<file path="src/hdl/wcsd_pkg.sv">
// ----------------------------------------------------------------------------
// wcsd_pkg: shared constants and types for the scene cut detector
// Window geometry, arithmetic widths and the request/response bundles
// passed between the sequencer, the similarity tester and the multiplier.
// ----------------------------------------------------------------------------
package wcsd_pkg;

  // window geometry
  localparam int unsigned WINDOW_DEPTH = 10;
  localparam int unsigned FEATURE_LEN  = 512;

  // input element and threshold
  localparam int unsigned X_W       = 16;
  localparam int unsigned THR_W     = 17;
  localparam logic [THR_W-1:0] THR_RESET = 17'd45875;

  // derived widths
  localparam int unsigned PROD_W  = 2 * X_W;
  localparam int unsigned NORM_W  = 31 + $clog2(FEATURE_LEN);
  localparam int unsigned DOT_W   = NORM_W + 1;
  localparam int unsigned THR2_W  = 2 * THR_W;
  localparam int unsigned MUL_BW  = (NORM_W > THR2_W) ? NORM_W : THR2_W;
  localparam int unsigned MUL_AW  = 2 * NORM_W + THR2_W;
  localparam int unsigned LHS_SHIFT = 32;
  localparam int unsigned FILL_W  = $clog2(WINDOW_DEPTH + 1);
  localparam int unsigned SLOT_W  = (WINDOW_DEPTH > 1) ? $clog2(WINDOW_DEPTH) : 1;
  localparam int unsigned POS_W   = $clog2(FEATURE_LEN + 1);
  localparam int unsigned RAM_DEPTH = WINDOW_DEPTH * FEATURE_LEN;
  localparam int unsigned RAM_AW  = (RAM_DEPTH > 1) ? $clog2(RAM_DEPTH) : 1;
  localparam int unsigned OUT_FILL_W = 4;

  // multiplier request and response
  typedef struct packed {
    logic              start;
    logic [MUL_AW-1:0] a;
    logic [MUL_BW-1:0] b;
  } mul_req_t;

  typedef struct packed {
    logic              done;
    logic [MUL_AW-1:0] p;
  } mul_rsp_t;

  // similarity test response
  typedef struct packed {
    logic done;
    logic similar;
  } cmp_rsp_t;

endpackage

</file>
<file path="src/hdl/wcsd_mul.sv">
// ----------------------------------------------------------------------------
// wcsd_mul: shift-add multiplier
// One multiplier bit per cycle; finishes early once the remaining bits are 0.
// ----------------------------------------------------------------------------
module wcsd_mul import wcsd_pkg::*; (
  input  logic     clk_i,
  input  logic     rst_ni,
  input  mul_req_t req_i,
  output mul_rsp_t rsp_o
);

  logic              busy_q, done_q;
  logic [MUL_AW-1:0] acc_q, a_q;
  logic [MUL_BW-1:0] b_q;

  // control
  always_ff @(posedge clk_i or negedge rst_ni) begin
    if (!rst_ni) begin
      busy_q <= 1'b0;
      done_q <= 1'b0;
    end else begin
      done_q <= 1'b0;
      if (req_i.start) begin
        busy_q <= 1'b1;
      end else if (busy_q && (b_q == '0)) begin
        busy_q <= 1'b0;
        done_q <= 1'b1;
      end
    end
  end

  // datapath: add shifted multiplicand per set bit
  always_ff @(posedge clk_i) begin
    if (req_i.start) begin
      acc_q <= '0;
      a_q   <= req_i.a;
      b_q   <= req_i.b;
    end else if (busy_q && (b_q != '0)) begin
      if (b_q[0]) begin
        acc_q <= acc_q + a_q;
      end
      a_q <= a_q << 1;
      b_q <= b_q >> 1;
    end
  end

  assign rsp_o.done = done_q;
  assign rsp_o.p    = acc_q;

endmodule

</file>
<file path="src/hdl/wcsd_cmp.sv">
// ----------------------------------------------------------------------------
// wcsd_cmp: exact cosine similarity test for one window slot
// Checks dot >= 0 and dot^2 * 2^32 >= thr^2 * na * nb with four passes
// through the shared shift-add multiplier. Operands must hold until done.
// ----------------------------------------------------------------------------
module wcsd_cmp import wcsd_pkg::*; (
  input  logic                    clk_i,
  input  logic                    rst_ni,
  input  logic                    start_i,
  input  logic signed [DOT_W-1:0] dot_i,
  input  logic [NORM_W-1:0]       na_i,
  input  logic [NORM_W-1:0]       nb_i,
  input  logic [THR_W-1:0]        thr_i,
  output cmp_rsp_t                rsp_o
);

  typedef enum logic [2:0] {
    S_IDLE,
    S_THR,
    S_DD,
    S_NN,
    S_RHS
  } state_e;

  state_e            state_q;
  mul_req_t          mreq_q;
  mul_rsp_t          mrsp;
  logic [THR2_W-1:0] thr2_q;
  logic [MUL_AW-1:0] lhs_q;
  logic [MUL_AW-1:0] lhs_sh;
  logic              done_q, sim_q;

  assign lhs_sh = lhs_q << LHS_SHIFT;

  wcsd_mul u_mul (
    .clk_i  (clk_i),
    .rst_ni (rst_ni),
    .req_i  (mreq_q),
    .rsp_o  (mrsp)
  );

  // sequencer: thr^2, dot^2, na*nb, then (na*nb)*thr^2
  always_ff @(posedge clk_i or negedge rst_ni) begin
    if (!rst_ni) begin
      state_q <= S_IDLE;
      mreq_q  <= '0;
      thr2_q  <= '0;
      lhs_q   <= '0;
      done_q  <= 1'b0;
      sim_q   <= 1'b0;
    end else begin
      mreq_q.start <= 1'b0;
      done_q       <= 1'b0;
      unique case (state_q)
        S_IDLE: begin
          if (start_i) begin
            if ((na_i == '0) || (nb_i == '0)) begin
              // zero norm: similarity taken as 0
              sim_q  <= (thr_i == '0);
              done_q <= 1'b1;
            end else if (dot_i < 0) begin
              sim_q  <= 1'b0;
              done_q <= 1'b1;
            end else begin
              mreq_q.start <= 1'b1;
              mreq_q.a     <= MUL_AW'(thr_i);
              mreq_q.b     <= MUL_BW'(thr_i);
              state_q      <= S_THR;
            end
          end
        end
        S_THR: begin
          if (mrsp.done) begin
            thr2_q       <= mrsp.p[THR2_W-1:0];
            mreq_q.start <= 1'b1;
            mreq_q.a     <= MUL_AW'(dot_i[NORM_W-1:0]);
            mreq_q.b     <= MUL_BW'(dot_i[NORM_W-1:0]);
            state_q      <= S_DD;
          end
        end
        S_DD: begin
          if (mrsp.done) begin
            lhs_q        <= mrsp.p;
            mreq_q.start <= 1'b1;
            mreq_q.a     <= MUL_AW'(na_i);
            mreq_q.b     <= MUL_BW'(nb_i);
            state_q      <= S_NN;
          end
        end
        S_NN: begin
          if (mrsp.done) begin
            mreq_q.start <= 1'b1;
            mreq_q.a     <= mrsp.p;
            mreq_q.b     <= MUL_BW'(thr2_q);
            state_q      <= S_RHS;
          end
        end
        S_RHS: begin
          if (mrsp.done) begin
            sim_q   <= (lhs_sh >= mrsp.p);
            done_q  <= 1'b1;
            state_q <= S_IDLE;
          end
        end
        default: state_q <= S_IDLE;
      endcase
    end
  end

  assign rsp_o.done    = done_q;
  assign rsp_o.similar = sim_q;

endmodule

</file>
<file path="config.mk">
export PLATFORM = sky130hd
export DESIGN_NAME = wcsd_cmp
export DESIGN_NICKNAME = d
export VERILOG_FILES = /design/src/hdl/wcsd_pkg.sv /design/src/hdl/wcsd_mul.sv /design/src/hdl/wcsd_cmp.sv
export SDC_FILE = /design/constraint.sdc
export NUM_CORES = 1
export LEC_CHECK = 0
export BUFFER_PORTS_ARGS = -buffer_cell sky130_fd_sc_hd__buf_2
export CAP_MARGIN = 20
export CORE_MARGIN = 3
export CORE_UTILIZATION = 52
export DETAILED_ROUTE_END_ITERATION = 10
export HOLD_SLACK_MARGIN = 0.1
export PLACE_DENSITY_LB_ADDON = 0.3
export SLEW_MARGIN = 20
export SYNTH_ARGS = -nofsm -noshare
export SYNTH_HDL_FRONTEND = slang
export SYNTH_SLANG_ARGS = --single-unit
export TNS_END_PERCENT = 1
</file>
<file path="constraint.sdc">
create_clock -name clk_i -period 15.7 [get_ports clk_i]
set_clock_uncertainty 0.1 [all_clocks]
set_input_delay 1.57 -clock clk_i [delete_from_list [all_inputs] [get_ports clk_i]]
set_output_delay 1.57 -clock clk_i [all_outputs]
set_load 0.01 [all_outputs]
</file>
==> flow_summary.ini, run 1 <==
[status]
outcome = completed

[clock_tree]
cts_buffers = 57
hold_buffers = 0
clockRootBuffer = clkbuf_16
clk_path_buf_depth = 3
postCtsSetupBuffers = 0
htreeDepth = 2
post_cts_resized = 0
path_clk_slew_ns = 0.06
clk_latency_ns = 0.64
tritoncts = done
clock-sinks = 546

[die]
start_util_pct = 52.61
num_rows = 90
num_io_pins = 143
fp.dieH_um = 253.4
die_w_um = 253.4
die-area_um2 = 64190
core-area_um2 = 60470

[route]
wl_per_cell_um = 22.45
vias = 25987
viasPerCell = 6.195
route.detailed.drc = 0
ant_nets = 0
drt-initial-drc-count = 2079
postRouteWirelength_um = 94190
first_pass_iters = 5

[critical_path]
r2r-start = u_mul.acc_q[0]
slowest_delay_ns = 0.55
r2r_end = u_mul.acc_q[110]
required_ns = 16.13
slowest_stage = a2111oi_2
crit_type = register to register
crit_arrival_ns = 5.24
cpLargestDelayFamily = compound AO/OA/AOI/OAI gates
path_buf_inv = 1
r2r_cells = 15
worst_path_most_repeated_cell = a21oi_1
start_kind = register
end_kind = register
path_cells = ha_1, inv_1, fa_1, nor2b_1, o211ai_1, a21oi_1, nand4_1, a2111oi_2, nor3_1, nor3_2, a21oi_1, o41ai_2, a31oi_1, xnor2_1, a22o_1
path_max_fanout = 6
reg2reg_setup_slack_ns = 10.89

[power_and_ir_drop]
power_density_nw_per_um2 = 170.8
ir_worst_vdd_uv = 120.8
power.leakage_nw = 15.77

[cells_and_area]
final_common_cell = nand2_1
final_area_um2 = 34900
drive_above_1_share_pct = 16.59
final_cells = 4195
layout_common_cells = nand2_1 (470), a21oi_1 (313), dfrtp_1 (275)
area_delta_synth_final_pct = 9.698
nets = 3700

[synthesis]
async_flop_share_pct = 50.92
ys_seq_area_share_pct = 43.57
synth_top_flop_cell = dfrtp_1
synth_seq_cells = 546
netlist_instances = 3336
ys.warnings.count = 0
synth_fp_nets = 3673
yosys.area.top_type = dfrtp_1
syn_area_per_cell_um2 = 9.537
syn_area_um2 = 31820
synth_top_area_share_pct = 21.87
synth.distinct_cells = 76
synth-edff-count = 154
ys_top_cells_by_area = dfrtp_1 (22%), edfxtp_1 (15%), mux2_2 (9.7%), ha_1 (7.7%), dfxtp_1 (7.2%)

[grt]
grt_pass1_vias = 25601
grt_max_degree = 83
grt.overflow.total = 0
grtUsageTotal_pct = 29.14
grt_pass1_wl_um = 147000
antenna_found_initial = 2

[timing]
fmax_ghz = 0.2078
worstMarginPinSlew_ns = 1.068
slew_violations = 0
slew_headroom_pct = 28.16
fin_crit_ns = 4.811
report.final.hold_viol_count = 0
fin_tns_setup_ns = 0
whs_ns = 0.3782
rsz0062_at_grt = no
setup_slack_ns = 10.89
period_share_pct = 30.65
setup_viol = 0

[min_path]
min_to = mreq_q[20]
min_path_type = register to register
holdPathStages = 2
min_from = mreq_q[20]

[place]
dpl-instance-area_um2 = 33000
place_ws_ns = 10.45
io_buffers = 142
gp_congestion = 0.9898
hpwl_um = 68970
dp.cells = 4086

[run]
cap_violations = 0
report_power, final:
| part | switching (mW) | internal, mW | total (mW) |
|---|---|---|---|
| logic | 1.44 | 0.919 | 2.36 |
| clock network | 0.592 | 0.776 | 1.37 |
| registers | 0.395 | 1.84 | 2.23 |
sequential cells by signal, summed over array words and instances, names as in the netlist:
signal and count:
u_mul.b_q 40, u_mul.done_q 1, state_q 3, done_q 1, u_mul.a_q 114, u_mul.acc_q 114, sim_q 1, thr2_q 34
lhs_q 82, u_mul.busy_q 1, mreq_q 155
metal layers:
metal	GRT usage, %	wire (um)	vias to the layer above	part of all wire [%]
li1	-	-	12217	-
met1	38.85	39960	12637	42
met2	47.67	44050	918	47
met3	4.098	5954	213	6.3
met4	12.52	4214	2	4.5
met5	0	13	-	0.014
area by class of cell:
class                   count  area [um^2]
clock inverters            32        277.8
clock buffers              76         1619
flip-flops and latches    546        13870
inverters                 133        499.2
well taps                 782        978.4
repair buffers            169        923.4
diodes                      1        2.502
fillers                  5331        25570
multi-input cells        2456        16730
logic make-up (layout without fill, tap and decap cells):
logic type	count (synthesis)	after routing	share of synthesized area, %
mux	275	275	9.726
simple gates	959	959	13.76
compound gates	923	923	18.35
fa+ha+maj	196	196	7.732
flops	546	546	43.57
other cells	0	1	0
xor+xnor	103	103	2.835
buf+inv	334	410	4.031
how the worst max path moves through the flow:
stage	startpoint	end	slack, ns	cells after the start
global route	u_mul.acc_q[0]	u_mul.acc_q[110]	10.59	15
CTS	u_mul.acc_q[0]	u_mul.acc_q[110]	10.97	15
finish	u_mul.acc_q[0]	u_mul.acc_q[110]	10.89	15
floorplan	u_mul.b_q[19]	u_mul.a_q[0]	10.72	5
detailed placement	na_i[30]	mreq_q[125]	10.45	10
global placement	na_i[30]	mreq_q[123]	10.49	10
per-stage QoR:
step                util [%]  power (mW)
floorplan                  -       3.823
global placement       54.57       4.539
detailed placement     54.57       4.563
CTS                    57.71       5.942
global route           57.72       6.320
finish                 57.72       5.960
synthesized netlist by cell type (93+ instances only):
| master | instances |
|---|---|
| mux2_2 | 273 |
| o21ai_0 | 188 |
| inv_1 | 132 |
| nand4_1 | 93 |
| dfrtp_1 | 278 |
| nand2_1 | 472 |
| clkbuf_1 | 173 |
| ha_1 | 195 |
| a21oi_1 | 313 |
| nor2_1 | 169 |
| edfxtp_1 | 154 |
| dfxtp_1 | 114 |
tightest hold or removal path, cell delays in order, from the launching register on:
cell	delay [ns]
dfrtp_1	0.34
nand2_1	0.04
o21ai_0	0.06
(Power assumes the default switching activity.)
==> inputs of run 2 (changes only) <==
==> constraint.sdc (replaced) <==
create_clock -name clk_i -period 4.25 [get_ports clk_i]
set_clock_uncertainty 0.1 [all_clocks]
set_input_delay 0.425 -clock clk_i [delete_from_list [all_inputs] [get_ports clk_i]]
set_output_delay 0.425 -clock clk_i [all_outputs]
set_load 0.01 [all_outputs]
==> run 2 against run 1 <==
Effect of this change: clock power grew to 3.7 times the previous value; sequential share of layout area decreased by 1.8 points; first-iteration DRC count grew 18%; combinational power rose to 4.1 times the previous value; critical path depth rose by 1; critical endpoint unchanged; highest routed layer is now met4.
==> flow_summary.ini, run 2 (synthesized netlist as in run 1, its figures left out) <==
[die]
start_util_pct = 52.61
fp.dieH_um = 253.4
num_rows = 90
num_io_pins = 143
core-area_um2 = 60470
die_w_um = 253.4
die-area_um2 = 64190

[route]
ant_nets = 0
first_pass_iters = 8
wl_per_cell_um = 22.51
vias = 27177
postRouteWirelength_um = 98190
route.detailed.drc = 0
viasPerCell = 6.230
drt-initial-drc-count = 2454

[clock_tree]
cts_buffers = 59
tritoncts = done
path_clk_slew_ns = 0.06
clk_latency_ns = 0.65
clock-sinks = 546
clk_path_buf_depth = 3
htreeDepth = 2
clockRootBuffer = clkbuf_16

[timing]
fmax_ghz = 0.2501
fin_tns_setup_ns = 0
rsz0062_at_grt = no
slew_violations = 0
fin_crit_ns = 3.998
setup_viol = 0
period_share_pct = 94.07
slew_headroom_pct = 35.46
report.final.hold_viol_count = 0
worstMarginPinSlew_ns = 0.9592

[critical_path]
path_max_fanout = 6
crit_type = register to register
end_kind = register
crit_arrival_ns = 4.41
worst_path_most_repeated_cell = buf_4
slowest_stage = a221o_1
cpLargestDelayFamily = compound AO/OA/AOI/OAI gates
required_ns = 4.67
slowest_delay_ns = 0.41
start_kind = register
path_cells = ha_1, a21oi_1, nand2_1, a221o_1, a31oi_2, a2111oi_4, buf_4, nor3_1, nor3_2, buf_4, a21oi_1, o41ai_2, buf_4, a31oi_1, xnor2_1, a22o_1
path_buf_inv = 3

[grt]
antenna_found_initial = 5
grt.overflow.total = 0
grt_pass1_wl_um = 151800
grt_max_degree = 99
grt_pass1_vias = 26713
grtUsageTotal_pct = 30.13

[run]
cap_violations = 0

[power_and_ir_drop]
power.leakage_nw = 16.56
p_total_mw = 22.70
power_density_nw_per_um2 = 621.1
ir_worst_vdd_uv = 401.1

[cells_and_area]
final_cells = 4362
layout_common_cells = nand2_1 (470), a21oi_1 (311), dfrtp_1 (275)
drive_above_1_share_pct = 18.14
area_delta_synth_final_pct = 14.89
final_common_cell = nand2_1
regMostFlops = mreq_q
largest_register_ffs = 155
reg_top3 = mreq_q: 155 flops, u_mul.a_q: 114 flops, u_mul.acc_q: 114 flops
utilization_pct = 60.45
nets = 3864

[min_path]
min_path_type = primary input to register

[place]
gp_congestion = 0.9725
io_buffers = 142
dp.cells = 4170
hpwl_um = 71010

[status]
outcome = completed
[run 2: cell types whose count changed in the layout (fill, tap and decap cells not counted), sizes merged, moves of 2 or more]
cell and change:
buf +86, clkbuf +13, clkinv -12, dlygate4sd3 +76, inv +2
[run 2: routing by layer]
metal,up-vias,global-route usage (%),routed length (um)
met5,-,0,0
met4,0,12.84,4785
met3,269,4.345,7095
met2,1207,50.60,46620
met1,13150,39.01,39690
li1,12551,-,-
[run 2: power by group]
group | internal (mW) | switching [mW] | leakage (nW)
combinational | 3.82 | 5.96 | 9.06
sequential | 6.79 | 1.04 | 6.57
clock | 2.89 | 2.20 | 0.923
total | 13.5 | 9.20 | 16.6
[run 2: repair_timing]
| action | in CTS | in global routing |
|---|---|---|
| resized for setup | 0 | 6 |
| buffers inserted | 0 | 2 |
| endpoints found under the hold margin | 174 | 0 |
| hold buffers | 76 | 0 |
| endpoints found under the setup margin | 0 | 5 |
[run 2: layout make-up]
cell class	count	area, um^2
Clock inverter	23	241.5
Fill cell	5096	23920
Inverter	133	499.2
Tap cell	782	978.4
Clock buffer	89	1659
Multi-Input combinational cell	2456	16770
Antenna cell	2	5.005
Timing Repair Buffer	331	2530
Sequential cell	546	13870
[run 2: metrics by stage]
step	instance area (um^2)	hold WS (ns)	setup WS, ns
floorplan	31820	0.02941	0.6373
global placement	33830	0.3553	0.2611
detailed placement	33830	0.3651	0.2374
CTS	36500	0.1004	0.2074
global route	36550	0.1641	0.01486
finish	36550	0.1213	0.2520
[run 2: worst paths after layout]
path / startpoint / to / slack (ns) / depth (start not counted)
setup / recovery: u_mul.a_q[10] / u_mul.acc_q[110] / 0.25 / 16
hold / removal: dot_i[33] / mreq_q[73] / 0.12 / 5
setup reg to reg: u_mul.a_q[10] / u_mul.acc_q[110] / 0.25 / 16
hold reg to reg: mreq_q[27] / mreq_q[27] / 0.37 / 2
max in group asynchronous: rst_ni / mreq_q[152] / 2.76 / 3
min in group asynchronous: rst_ni / mreq_q[128] / 0.32 / 2
[run 2: tightest hold or removal path: stages]
cell	delay [ns]
buf_2	0.08
nand2b_1	0.06
nand2_1	0.06
a22oi_1	0.06
o21ai_0	0.13
